## config.mk

```make
export PLATFORM = sky130hd
export DESIGN_NAME = bar_graph_level_brightness_top
export DESIGN_NICKNAME = d
export VERILOG_FILES = /design/src/rtl/bglb_pkg.sv /design/src/rtl/bglb_prep.sv /design/src/rtl/bglb_expand.sv /design/src/rtl/bglb_shade.sv /design/src/rtl/bar_graph_level_brightness_top.sv
export SDC_FILE = /design/constraint.sdc
export NUM_CORES = 2
export LEC_CHECK = 0
export BUFFER_PORTS_ARGS = -buffer_cell sky130_fd_sc_hd__buf_2
export CAP_MARGIN = 30
export CORE_MARGIN = 1.5
export CORE_UTILIZATION = 45
export CTS_BUF_LIST = sky130_fd_sc_hd__clkbuf_8
export CTS_CLUSTER_DIAMETER = 30
export CTS_CLUSTER_SIZE = 10
export DETAILED_ROUTE_END_ITERATION = 12
export PLACE_DENSITY = 0.63
export SLEW_MARGIN = 20
export SYNTH_ARGS = -nofsm -noshare
export SYNTH_HDL_FRONTEND = slang
export SYNTH_SLANG_ARGS = --single-unit
```

## constraint.sdc

```tcl
create_clock -name clk -period 18.8 [get_ports clk]
set_input_delay 3.76 -clock clk [delete_from_list [all_inputs] [get_ports clk]]
set_output_delay 3.76 -clock clk [all_outputs]
set_load 0.02 [all_outputs]
```

## src/rtl/bglb_pkg.sv

```systemverilog
package bglb_pkg;

	localparam int SEG_W = 5;
	localparam int HUE_W = 7;
	localparam int BRT_W = 8;
	localparam int VAL_W = 16;
	localparam int IDX_W = 2;
	localparam int STEP_W = 16;
	localparam int DIST_W = 19;
	localparam int DIV_W = 15;
	localparam int NUM_W = 23;
	localparam int QUO_W = 8;
	localparam int RCP_W = 20;
	localparam int RCP_SHIFT = 21;
	localparam int RCP_ONE = 1 << RCP_SHIFT;
	localparam int HUE_GREEN_I = 120;
	localparam int HQ_W = 6;
	localparam int HR_W = 5;

	localparam logic [BRT_W-1:0] BRIGHT_FULL = 8'd255;
	localparam logic [BRT_W-1:0] BRIGHT_DIM = 8'd20;
	localparam logic [BRT_W-1:0] BRIGHT_SPAN = 8'd235;
	localparam logic [HUE_W-1:0] HUE_GREEN = 7'd120;
	localparam logic signed [VAL_W-1:0] DEFAULT_LOW = 16'sd1;
	localparam logic signed [VAL_W-1:0] DEFAULT_HIGH = 16'sd100;
	localparam logic [SEG_W-1:0] DEFAULT_COUNT = 5'd9;
	localparam logic [SEG_W-1:0] MIN_COUNT = 5'd3;

	typedef enum logic [IDX_W-1:0] {
		REG_RANGE_LOW = 2'd0,
		REG_RANGE_HIGH = 2'd1,
		REG_SEGMENT_COUNT = 2'd2
	} cfg_reg_t;

	typedef struct packed {
		logic [HQ_W-1:0] quot;
		logic [HR_W-1:0] rem;
	} hue_inc_t;

	typedef struct packed {
		logic [SEG_W-1:0] count;
		logic signed [STEP_W-1:0] step;
		logic signed [DIST_W-1:0] offs;
	} item_t;

	typedef struct packed {
		logic [SEG_W-1:0] seg;
		logic [HUE_W-1:0] hue;
		logic last;
		logic signed [DIST_W-1:0] offs;
		logic signed [STEP_W-1:0] step;
	} job_t;

	// scaled reciprocal of the segment count, exact for 16 bit dividends
	function automatic logic [RCP_W-1:0] recip(input logic [SEG_W-1:0] n);
		logic [RCP_W-1:0] r;
		case (n)
			5'd3: r = RCP_W'((RCP_ONE + 2) / 3);
			5'd4: r = RCP_W'((RCP_ONE + 3) / 4);
			5'd5: r = RCP_W'((RCP_ONE + 4) / 5);
			5'd6: r = RCP_W'((RCP_ONE + 5) / 6);
			5'd7: r = RCP_W'((RCP_ONE + 6) / 7);
			5'd8: r = RCP_W'((RCP_ONE + 7) / 8);
			5'd9: r = RCP_W'((RCP_ONE + 8) / 9);
			5'd10: r = RCP_W'((RCP_ONE + 9) / 10);
			5'd11: r = RCP_W'((RCP_ONE + 10) / 11);
			5'd12: r = RCP_W'((RCP_ONE + 11) / 12);
			5'd13: r = RCP_W'((RCP_ONE + 12) / 13);
			5'd14: r = RCP_W'((RCP_ONE + 13) / 14);
			5'd15: r = RCP_W'((RCP_ONE + 14) / 15);
			5'd16: r = RCP_W'((RCP_ONE + 15) / 16);
			5'd17: r = RCP_W'((RCP_ONE + 16) / 17);
			5'd18: r = RCP_W'((RCP_ONE + 17) / 18);
			5'd19: r = RCP_W'((RCP_ONE + 18) / 19);
			default: r = '0;
		endcase
		return r;
	endfunction

	// hue increment per segment: 120 / (n - 1) as quotient and remainder
	function automatic hue_inc_t hue_inc(input logic [SEG_W-1:0] n);
		hue_inc_t h;
		case (n)
			5'd3: h = '{quot: HQ_W'(HUE_GREEN_I / 2), rem: HR_W'(HUE_GREEN_I % 2)};
			5'd4: h = '{quot: HQ_W'(HUE_GREEN_I / 3), rem: HR_W'(HUE_GREEN_I % 3)};
			5'd5: h = '{quot: HQ_W'(HUE_GREEN_I / 4), rem: HR_W'(HUE_GREEN_I % 4)};
			5'd6: h = '{quot: HQ_W'(HUE_GREEN_I / 5), rem: HR_W'(HUE_GREEN_I % 5)};
			5'd7: h = '{quot: HQ_W'(HUE_GREEN_I / 6), rem: HR_W'(HUE_GREEN_I % 6)};
			5'd8: h = '{quot: HQ_W'(HUE_GREEN_I / 7), rem: HR_W'(HUE_GREEN_I % 7)};
			5'd9: h = '{quot: HQ_W'(HUE_GREEN_I / 8), rem: HR_W'(HUE_GREEN_I % 8)};
			5'd10: h = '{quot: HQ_W'(HUE_GREEN_I / 9), rem: HR_W'(HUE_GREEN_I % 9)};
			5'd11: h = '{quot: HQ_W'(HUE_GREEN_I / 10), rem: HR_W'(HUE_GREEN_I % 10)};
			5'd12: h = '{quot: HQ_W'(HUE_GREEN_I / 11), rem: HR_W'(HUE_GREEN_I % 11)};
			5'd13: h = '{quot: HQ_W'(HUE_GREEN_I / 12), rem: HR_W'(HUE_GREEN_I % 12)};
			5'd14: h = '{quot: HQ_W'(HUE_GREEN_I / 13), rem: HR_W'(HUE_GREEN_I % 13)};
			5'd15: h = '{quot: HQ_W'(HUE_GREEN_I / 14), rem: HR_W'(HUE_GREEN_I % 14)};
			5'd16: h = '{quot: HQ_W'(HUE_GREEN_I / 15), rem: HR_W'(HUE_GREEN_I % 15)};
			5'd17: h = '{quot: HQ_W'(HUE_GREEN_I / 16), rem: HR_W'(HUE_GREEN_I % 16)};
			5'd18: h = '{quot: HQ_W'(HUE_GREEN_I / 17), rem: HR_W'(HUE_GREEN_I % 17)};
			5'd19: h = '{quot: HQ_W'(HUE_GREEN_I / 18), rem: HR_W'(HUE_GREEN_I % 18)};
			default: h = '{quot: '0, rem: '0};
		endcase
		return h;
	endfunction

endpackage

```

## src/rtl/bglb_prep.sv

```systemverilog
module bglb_prep (
	input  logic                               clk,
	input  logic                               arst_n,
	input  logic                               sample_valid,
	output logic                               sample_stall,
	input  logic signed [bglb_pkg::VAL_W-1:0]  sample,
	input  logic signed [bglb_pkg::VAL_W-1:0]  range_low,
	input  logic signed [bglb_pkg::VAL_W-1:0]  range_high,
	input  logic        [bglb_pkg::SEG_W-1:0]  count,
	output logic                               item_valid,
	output bglb_pkg::item_t                    item,
	input  logic                               item_take
);
	import bglb_pkg::*;

	logic v_s1, v_s2, v_s3, v_s4;
	logic rdy1, rdy2, rdy3, rdy4;

	logic signed [VAL_W-1:0] lo_e, hi_e, s_c;
	logic signed [VAL_W:0] diff, diff_neg, rel;

	logic neg_s1, neg_s2;
	logic [VAL_W-1:0] mag_s1;
	logic [RCP_W-1:0] rcp_s1;
	logic signed [VAL_W:0] rel_s1, rel_s2, rel_s3;
	logic [SEG_W-1:0] n_s1, n_s2, n_s3, n_s4;
	logic [DIV_W-1:0] q_s2;
	logic signed [STEP_W-1:0] step_s3, step_s4;
	logic signed [DIST_W-1:0] dist_s4;

	logic [VAL_W+RCP_W-1:0] prod;
	logic signed [STEP_W-1:0] q_sx, step_nx;
	logic [SEG_W-1:0] nm1;
	logic signed [DIST_W-1:0] tw, dist_nx;

	assign rdy4 = !v_s4 || item_take;
	assign rdy3 = !v_s3 || rdy4;
	assign rdy2 = !v_s2 || rdy3;
	assign rdy1 = !v_s1 || rdy2;
	assign sample_stall = !rdy1;

	// equal ends select the range 0 to 100, then clamp
	always_comb begin
		if (range_low == range_high) begin
			lo_e = '0;
			hi_e = DEFAULT_HIGH;
		end else begin
			lo_e = range_low;
			hi_e = range_high;
		end
		s_c = sample;
		if (s_c < lo_e) begin
			s_c = lo_e;
		end
		if (s_c > hi_e) begin
			s_c = hi_e;
		end
		diff = (VAL_W+1)'(hi_e) - (VAL_W+1)'(lo_e);
		diff_neg = -diff;
		rel = (VAL_W+1)'(s_c) - (VAL_W+1)'(lo_e);
	end

	assign prod = (VAL_W+RCP_W)'(mag_s1) * (VAL_W+RCP_W)'(rcp_s1);
	assign q_sx = $signed({1'b0, q_s2});
	assign step_nx = neg_s2 ? -q_sx : q_sx;
	assign nm1 = n_s3 - SEG_W'(1);
	assign tw = DIST_W'($signed({1'b0, nm1})) * DIST_W'(step_s3);
	assign dist_nx = DIST_W'(rel_s3) - tw;

	always_ff @(posedge clk or negedge arst_n) begin
		if (!arst_n) begin
			v_s1 <= 1'b0;
			v_s2 <= 1'b0;
			v_s3 <= 1'b0;
			v_s4 <= 1'b0;
		end else begin
			if (rdy1) begin
				v_s1 <= sample_valid;
			end
			if (rdy2) begin
				v_s2 <= v_s1;
			end
			if (rdy3) begin
				v_s3 <= v_s2;
			end
			if (rdy4) begin
				v_s4 <= v_s3;
			end
		end
	end

	always_ff @(posedge clk) begin
		if (rdy1 && sample_valid) begin
			neg_s1 <= diff[VAL_W];
			mag_s1 <= diff[VAL_W] ? diff_neg[VAL_W-1:0] : diff[VAL_W-1:0];
			rcp_s1 <= recip(count);
			rel_s1 <= rel;
			n_s1 <= count;
		end
		if (rdy2 && v_s1) begin
			q_s2 <= prod[RCP_SHIFT +: DIV_W];
			neg_s2 <= neg_s1;
			rel_s2 <= rel_s1;
			n_s2 <= n_s1;
		end
		if (rdy3 && v_s2) begin
			step_s3 <= step_nx;
			rel_s3 <= rel_s2;
			n_s3 <= n_s2;
		end
		if (rdy4 && v_s3) begin
			step_s4 <= step_s3;
			dist_s4 <= dist_nx;
			n_s4 <= n_s3;
		end
	end

	assign item_valid = v_s4;
	assign item.count = n_s4;
	assign item.step = step_s4;
	assign item.offs = dist_s4;

endmodule

```

## src/rtl/bglb_expand.sv

```systemverilog
module bglb_expand (
	input  logic            clk,
	input  logic            arst_n,
	input  logic            item_valid,
	input  bglb_pkg::item_t item,
	output logic            item_take,
	input  logic            advance,
	output logic            job_valid,
	output bglb_pkg::job_t  job
);
	import bglb_pkg::*;

	logic busy_q;
	logic [SEG_W-1:0] seg_q, nm1_q;
	logic [HUE_W-1:0] hue_q, hue_nx;
	logic [HR_W-1:0] hr_q, hr_nx;
	logic [HR_W:0] hr_sum;
	hue_inc_t inc_q;
	logic signed [DIST_W-1:0] dist_q;
	logic signed [STEP_W-1:0] step_q;
	logic done;

	assign done = (seg_q == '0);
	assign item_take = item_valid && (!busy_q || (advance && done));

	// running hue with at most one correction per segment
	always_comb begin
		hr_sum = (HR_W+1)'(hr_q) + (HR_W+1)'(inc_q.rem);
		if (hr_sum >= (HR_W+1)'(nm1_q)) begin
			hr_nx = HR_W'(hr_sum - (HR_W+1)'(nm1_q));
			hue_nx = hue_q + HUE_W'(inc_q.quot) + HUE_W'(1);
		end else begin
			hr_nx = hr_sum[HR_W-1:0];
			hue_nx = hue_q + HUE_W'(inc_q.quot);
		end
	end

	always_ff @(posedge clk or negedge arst_n) begin
		if (!arst_n) begin
			busy_q <= 1'b0;
		end else if (item_take) begin
			busy_q <= 1'b1;
		end else if (advance && done) begin
			busy_q <= 1'b0;
		end
	end

	always_ff @(posedge clk) begin
		if (item_take) begin
			seg_q <= item.count - SEG_W'(1);
			nm1_q <= item.count - SEG_W'(1);
			hue_q <= '0;
			hr_q <= '0;
			inc_q <= hue_inc(item.count);
			dist_q <= item.offs;
			step_q <= item.step;
		end else if (advance && busy_q) begin
			seg_q <= seg_q - SEG_W'(1);
			dist_q <= dist_q + DIST_W'(step_q);
			hue_q <= hue_nx;
			hr_q <= hr_nx;
		end
	end

	assign job_valid = busy_q;
	assign job.seg = seg_q;
	assign job.hue = hue_q;
	assign job.last = done;
	assign job.offs = dist_q;
	assign job.step = step_q;

endmodule

```

## src/rtl/bglb_shade.sv

```systemverilog
module bglb_shade (
	input  logic                        clk,
	input  logic                        arst_n,
	input  logic                        job_valid,
	input  bglb_pkg::job_t              job,
	output logic                        advance,
	output logic                        result_valid,
	input  logic                        result_stall,
	output logic [bglb_pkg::SEG_W-1:0]  segment,
	output logic [bglb_pkg::HUE_W-1:0]  hue,
	output logic [bglb_pkg::BRT_W-1:0]  brightness,
	output logic                        last
);
	import bglb_pkg::*;

	typedef enum logic [1:0] {
		CLS_DIM,
		CLS_FULL,
		CLS_PROP
	} cls_t;

	cls_t cls_nx;
	logic [NUM_W-1:0] num_nx;

	logic vld_s [0:QUO_W];
	logic [NUM_W-1:0] rem_s [0:QUO_W];
	logic [QUO_W-1:0] quo_s [0:QUO_W];
	logic [DIV_W-1:0] div_s [0:QUO_W];
	cls_t cls_s [0:QUO_W];
	logic [SEG_W-1:0] seg_s [0:QUO_W];
	logic [HUE_W-1:0] hue_s [0:QUO_W];
	logic last_s [0:QUO_W];

	logic [NUM_W-1:0] trial [1:QUO_W];
	logic fits [1:QUO_W];

	logic valid_s10;
	logic [SEG_W-1:0] segment_s10;
	logic [HUE_W-1:0] hue_s10;
	logic [BRT_W-1:0] brightness_s10;
	logic last_s10;

	assign advance = !(valid_s10 && result_stall);

	always_comb begin
		if (job.offs >= DIST_W'(job.step)) begin
			cls_nx = CLS_FULL;
		end else if (job.offs <= DIST_W'(0)) begin
			cls_nx = CLS_DIM;
		end else begin
			cls_nx = CLS_PROP;
		end
		num_nx = NUM_W'(BRIGHT_SPAN) * NUM_W'(job.offs[DIV_W-1:0]);
	end

	// one quotient bit per stage, msb first
	always_comb begin
		for (int j = 1; j <= QUO_W; j++) begin
			trial[j] = NUM_W'(div_s[j-1]) << (QUO_W - j);
			fits[j] = rem_s[j-1] >= trial[j];
		end
	end

	always_ff @(posedge clk or negedge arst_n) begin
		if (!arst_n) begin
			for (int j = 0; j <= QUO_W; j++) begin
				vld_s[j] <= 1'b0;
			end
			valid_s10 <= 1'b0;
		end else if (advance) begin
			vld_s[0] <= job_valid;
			for (int j = 1; j <= QUO_W; j++) begin
				vld_s[j] <= vld_s[j-1];
			end
			valid_s10 <= vld_s[QUO_W];
		end
	end

	always_ff @(posedge clk) begin
		if (advance) begin
			rem_s[0] <= num_nx;
			quo_s[0] <= '0;
			div_s[0] <= job.step[DIV_W-1:0];
			cls_s[0] <= cls_nx;
			seg_s[0] <= job.seg;
			hue_s[0] <= job.hue;
			last_s[0] <= job.last;
			for (int j = 1; j <= QUO_W; j++) begin
				rem_s[j] <= fits[j] ? rem_s[j-1] - trial[j] : rem_s[j-1];
				quo_s[j] <= {quo_s[j-1][QUO_W-2:0], fits[j]};
				div_s[j] <= div_s[j-1];
				cls_s[j] <= cls_s[j-1];
				seg_s[j] <= seg_s[j-1];
				hue_s[j] <= hue_s[j-1];
				last_s[j] <= last_s[j-1];
			end
			segment_s10 <= seg_s[QUO_W];
			hue_s10 <= hue_s[QUO_W];
			last_s10 <= last_s[QUO_W];
			case (cls_s[QUO_W])
				CLS_FULL: brightness_s10 <= BRIGHT_FULL;
				CLS_DIM: brightness_s10 <= BRIGHT_DIM;
				CLS_PROP: brightness_s10 <= BRIGHT_DIM + quo_s[QUO_W];
				default: brightness_s10 <= BRIGHT_DIM;
			endcase
		end
	end

	assign result_valid = valid_s10;
	assign segment = segment_s10;
	assign hue = hue_s10;
	assign brightness = brightness_s10;
	assign last = last_s10;

endmodule

```

## src/rtl/bar_graph_level_brightness_top.sv

```systemverilog
// LED bar graph level meter. Each accepted sample is clamped into the
// configured range (equal ends mean 0 to 100) and expands into one result
// per segment, highest segment first, with last set on segment zero. The
// segment expander sends one result per cycle while the output is not
// stalled, so a sample yields segment_count results (3 to 19, 9 after
// reset) and samples follow each other with no gap; up to four samples
// wait in the input stages while a run is in progress. On its way to the
// first result a sample passes four stages that find the step width by
// reciprocal multiply, the expander register with the current segment,
// and then, per segment, a classify stage, an eight stage divider for the
// proportional brightness and the output register. A result stall holds
// the expander and the stages after it. Registers may be written only while
// no sample is in flight.
module bar_graph_level_brightness_top #(
	parameter int MAX_SEGMENTS = 19
) (
	input  logic                               clk,
	input  logic                               arst_n,
	input  logic                               cfg_we,
	input  logic [bglb_pkg::IDX_W-1:0]         cfg_index,
	input  logic [bglb_pkg::VAL_W-1:0]         cfg_data,
	input  logic                               sample_valid,
	output logic                               sample_stall,
	input  logic signed [bglb_pkg::VAL_W-1:0]  sample,
	output logic                               result_valid,
	input  logic                               result_stall,
	output logic [bglb_pkg::SEG_W-1:0]         segment,
	output logic [bglb_pkg::HUE_W-1:0]         hue,
	output logic [bglb_pkg::BRT_W-1:0]         brightness,
	output logic                               last
);
	import bglb_pkg::*;

	localparam logic [SEG_W-1:0] MAX_COUNT = SEG_W'(MAX_SEGMENTS);
	localparam logic [SEG_W-1:0] RESET_COUNT =
		(DEFAULT_COUNT <= MAX_COUNT) ? DEFAULT_COUNT : MAX_COUNT;

	logic signed [VAL_W-1:0] range_low_q, range_high_q;
	logic [SEG_W-1:0] count_q;
	logic [SEG_W-1:0] count_wr;

	logic item_valid, item_take, job_valid, advance;
	item_t item;
	job_t job;

	assign count_wr = cfg_data[SEG_W-1:0];

	always_ff @(posedge clk or negedge arst_n) begin
		if (!arst_n) begin
			range_low_q <= DEFAULT_LOW;
			range_high_q <= DEFAULT_HIGH;
			count_q <= RESET_COUNT;
		end else if (cfg_we) begin
			case (cfg_reg_t'(cfg_index))
				REG_RANGE_LOW: range_low_q <= $signed(cfg_data);
				REG_RANGE_HIGH: range_high_q <= $signed(cfg_data);
				REG_SEGMENT_COUNT: begin
					if (count_wr >= MIN_COUNT && count_wr <= MAX_COUNT) begin
						count_q <= count_wr;
					end
				end
				default: ;
			endcase
		end
	end

	bglb_prep u_prep (
		.clk          (clk),
		.arst_n       (arst_n),
		.sample_valid (sample_valid),
		.sample_stall (sample_stall),
		.sample       (sample),
		.range_low    (range_low_q),
		.range_high   (range_high_q),
		.count        (count_q),
		.item_valid   (item_valid),
		.item         (item),
		.item_take    (item_take)
	);

	bglb_expand u_expand (
		.clk        (clk),
		.arst_n     (arst_n),
		.item_valid (item_valid),
		.item       (item),
		.item_take  (item_take),
		.advance    (advance),
		.job_valid  (job_valid),
		.job        (job)
	);

	bglb_shade u_shade (
		.clk          (clk),
		.arst_n       (arst_n),
		.job_valid    (job_valid),
		.job          (job),
		.advance      (advance),
		.result_valid (result_valid),
		.result_stall (result_stall),
		.segment      (segment),
		.hue          (hue),
		.brightness   (brightness),
		.last         (last)
	);

endmodule

```

==> flow_summary.ini <==
[outcome]
status = finished clean

[timing]
slew_headroom = 0.317
fin_ws_ns = 8.65
layout_min_cycle_time_ns = 10.15
slew_viol_final = 0
timing.final.crit_share = 0.540
fin_worst_skew_ns = 0.0337
tns_ns = 0
final-hold-violation-count = 0
maxClockFrequency_ghz = 0.0986
rsz0062_at_grt = no
tightest_slew_ns = 1.02
finalSetupViolations = 0

[cells_and_area]
multi_input_area_mm2 = 0.0273
n_fill_cell = 10475
final_cell_mix = edfxtp_1 (726), inv_1 (702), ha_1 (465), nand2_1 (451), fa_1 (370)
syn_to_final_growth_pct = 12.0
seqCellArea_mm2 = 0.0233
layout_commonest_cell = edfxtp_1
fin_nets = 5774
drive_gt1_frac = 0.107

[floorplanning]
die_h_um = 348
row_count = 126
die_area_mm2 = 0.121
initial_core_util = 0.454
die_w_um = 348
io_pins = 62
coreArea_mm2 = 0.118

[routing]
wl_met3_um = 4830
drt-met1-wl_um = 43000
wl_per_cell_um = 17.0
final_antenna_net_count = 0
drc = 0
drt_pass1_iterations = 5
vias = 34174
dr.max_layer_used = met5
wl_met2_um = 59300
initialDrtViolationCount = 1673
via_per_inst = 5.19
wl_um = 112000

[logic_synthesis]
synth_area_mm2 = 0.0537
syn_avg_cell_area_um2 = 11.3
ys_seq_area_frac = 0.435
synthFlopType = edfxtp_1
syn_inst = 4739
async_flop_share = 0.0658
synth_seq_cells = 790
yosysWarnings = 0
yosysUniqueCellTypes = 85
synth-edff-count = 726
synth_fp_nets = 5613

[global_routing]
grt_usage = 0.189
overflow = 0
first_global_vias = 36330
grt_pass1_wl_um = 183000
antenna_found_initial = 3
grt_max_degree = 186

[critical_path]
worstSetupStartpointType = input port
cpPeakStageDelay_ns = 0.70
crit_slowest_cell = mux2i_4
critPathBufInv = 3
worstSetupPathType = in2reg
cp-end-kind = flop
critPathTopFamily = compound AO/OA/AOI/OAI gates
path_max_fanout = 16
cp.required_ns = 19.44
arrival_ns = 10.79

[clock_network]
cts_buffer_depth = 3
htreeDepth = 4
post-cts-setup-buffers = 0
clk_pin_slew_ns = 0.06
cts_tree = yes
numClockSinks = 790
insertion_delay_ns = 0.89
cts.repair.resized = 0
cts.hold.buffers_added = 0
cts_root_buf = clkbuf_8
cts_buffers = 178

[place]
post-dp-hpwl_um = 85500
place.gp.congestion = 0.911
pre_cts_ws_ns = 7.89
portBuffers = 61

[hold_path]
min_path_type = reg2reg

[job]
maxCapViolCount = 0
path summary, 6_finish.rpt:
| kind | start | slack (ns) | endpoint | cells after the start |
|---|---|---|---|---|
| worst max-delay path | sample[9] | 8.65 | u_prep.rel_s1[14]$_DFFE_PP_ | 33 |
| worst min-delay path | u_shade.hue_s[1][5]$_DFFE_PN_ | 0.39 | u_shade.hue_s[2][5]$_DFFE_PN_ | 0 |
| worst max register to register | range_high_q[15]$_DFFE_PN0P_ | 9.38 | u_prep.rel_s1[14]$_DFFE_PP_ | 35 |
| worst min register to register | u_shade.hue_s[1][5]$_DFFE_PN_ | 0.39 | u_shade.hue_s[2][5]$_DFFE_PN_ | 0 |
| max in group asynchronous | arst_n | 15.30 | u_prep.v_s1$_DFFE_PN0N_ | 2 |
| min in group asynchronous | arst_n | 3.02 | range_high_q[13]$_DFFE_PN0P_ | 2 |
cell type report:
cell class,instances,area share
multi-input cells,3149,0.455
flip-flops and latches,790,0.388
inverters,690,0.0431
clock buffers,183,0.0419
well taps,1536,0.0320
clock inverters,149,0.0288
repair buffers,91,0.0108
diodes,2,0.0000833
per-stage QoR:
stage,instances,instance area (um^2),util,hold slack (ns)
2_1_floorplan,4739,53700,-,0.400
3_3_place_gp,6249,55700,0.471,0.401
3_5_place_dp,6252,55800,0.472,0.405
4_1_cts,6584,60000,0.508,0.368
5_1_grt,6590,60100,0.508,0.370
6_report,6590,60100,0.508,0.387
routing by layer:
metal | GRT usage | up-vias
li1 | - | 16623
met1 | 0.199 | 16542
met3 | 0.0371 | 278
met5 | 0 | -
met2 | 0.356 | 727
met4 | 0.0960 | 4
state kept, by name, indices dropped and copies added, names as in the netlist, 8 cells and up:
signal              cells
u_shade.brightness      8
u_prep.rel_s3          17
u_expand.dist_q        19
u_shade.rem_s         184
u_shade.vld_s           9
u_expand.inc_q         10
u_shade.cls_s          18
u_shade.div_s         120
u_prep.rcp_s1          20
u_prep.mag_s1          16
u_prep.dist_s4         19
u_shade.quo_s          36
u_prep.step_s3         16
u_shade.seg_s          45
u_prep.step_s4         16
u_prep.q_s2            15
range_low_q            16
u_shade.last_s          9
u_prep.rel_s2          17
u_expand.step_q        16
u_shade.hue_s          63
range_high_q           16
u_prep.rel_s1          17
cells by family (layout without fill, tap and decap cells):
logic type | count (synthesis) | after routing | share of synthesized area
and+or+nand+nor | 1233 | 1233 | 0.111
AOI/OAI and AO/OA | 686 | 686 | 0.0809
muxes | 141 | 141 | 0.0291
DFF | 790 | 790 | 0.435
xor gates and xnor gates | 254 | 254 | 0.0415
adders and majority gates | 835 | 835 | 0.246
buffers and inverters | 800 | 1113 | 0.0561
other | 0 | 2 | 0
cells in the mapped netlist, types with 6 or more instances:
library cell | count | area share
nand4_1 | 35 | 0.0041
dfstp_2 | 6 | 0.0029
o31ai_1 | 24 | 0.0034
o22ai_1 | 8 | 0.00093
or4_1 | 8 | 0.0011
or3_1 | 28 | 0.0033
nand4b_1 | 8 | 0.0013
a31oi_1 | 20 | 0.0023
nand3b_1 | 8 | 0.0011
edfxtp_1 | 726 | 0.41
a211oi_1 | 26 | 0.0036
o21bai_1 | 19 | 0.0027
a22oi_1 | 6 | 0.00084
nand2b_1 | 50 | 0.0058
inv_1 | 690 | 0.048
clkbuf_1 | 102 | 0.0071
xnor2_1 | 153 | 0.025
o31a_1 | 8 | 0.0013
nor3_1 | 86 | 0.0080
nor2_1 | 225 | 0.016
a21oi_1 | 215 | 0.020
o211ai_1 | 22 | 0.0031
ha_1 | 465 | 0.11
a21boi_0 | 13 | 0.0018
or2_2 | 11 | 0.0013
a221oi_1 | 8 | 0.0013
mux2_2 | 110 | 0.023
a21o_1 | 63 | 0.0088
a311oi_1 | 8 | 0.0013
xor2_1 | 101 | 0.016
o21a_1 | 29 | 0.0041
nand3_1 | 54 | 0.0050
and3_1 | 18 | 0.0021
nor4_1 | 20 | 0.0023
o21ai_0 | 152 | 0.014
fa_1 | 370 | 0.14
mux2i_1 | 30 | 0.0056
and2_1 | 122 | 0.014
nor3b_1 | 6 | 0.00084
nand2_1 | 452 | 0.032
dfrtp_1 | 46 | 0.021
dfxtp_1 | 12 | 0.0045
nor2b_1 | 83 | 0.0097
o2111ai_1 | 7 | 0.0011
Power is not shown: default switching activity piles up to over one toggle a cycle in this logic, so the estimate is an artifact.
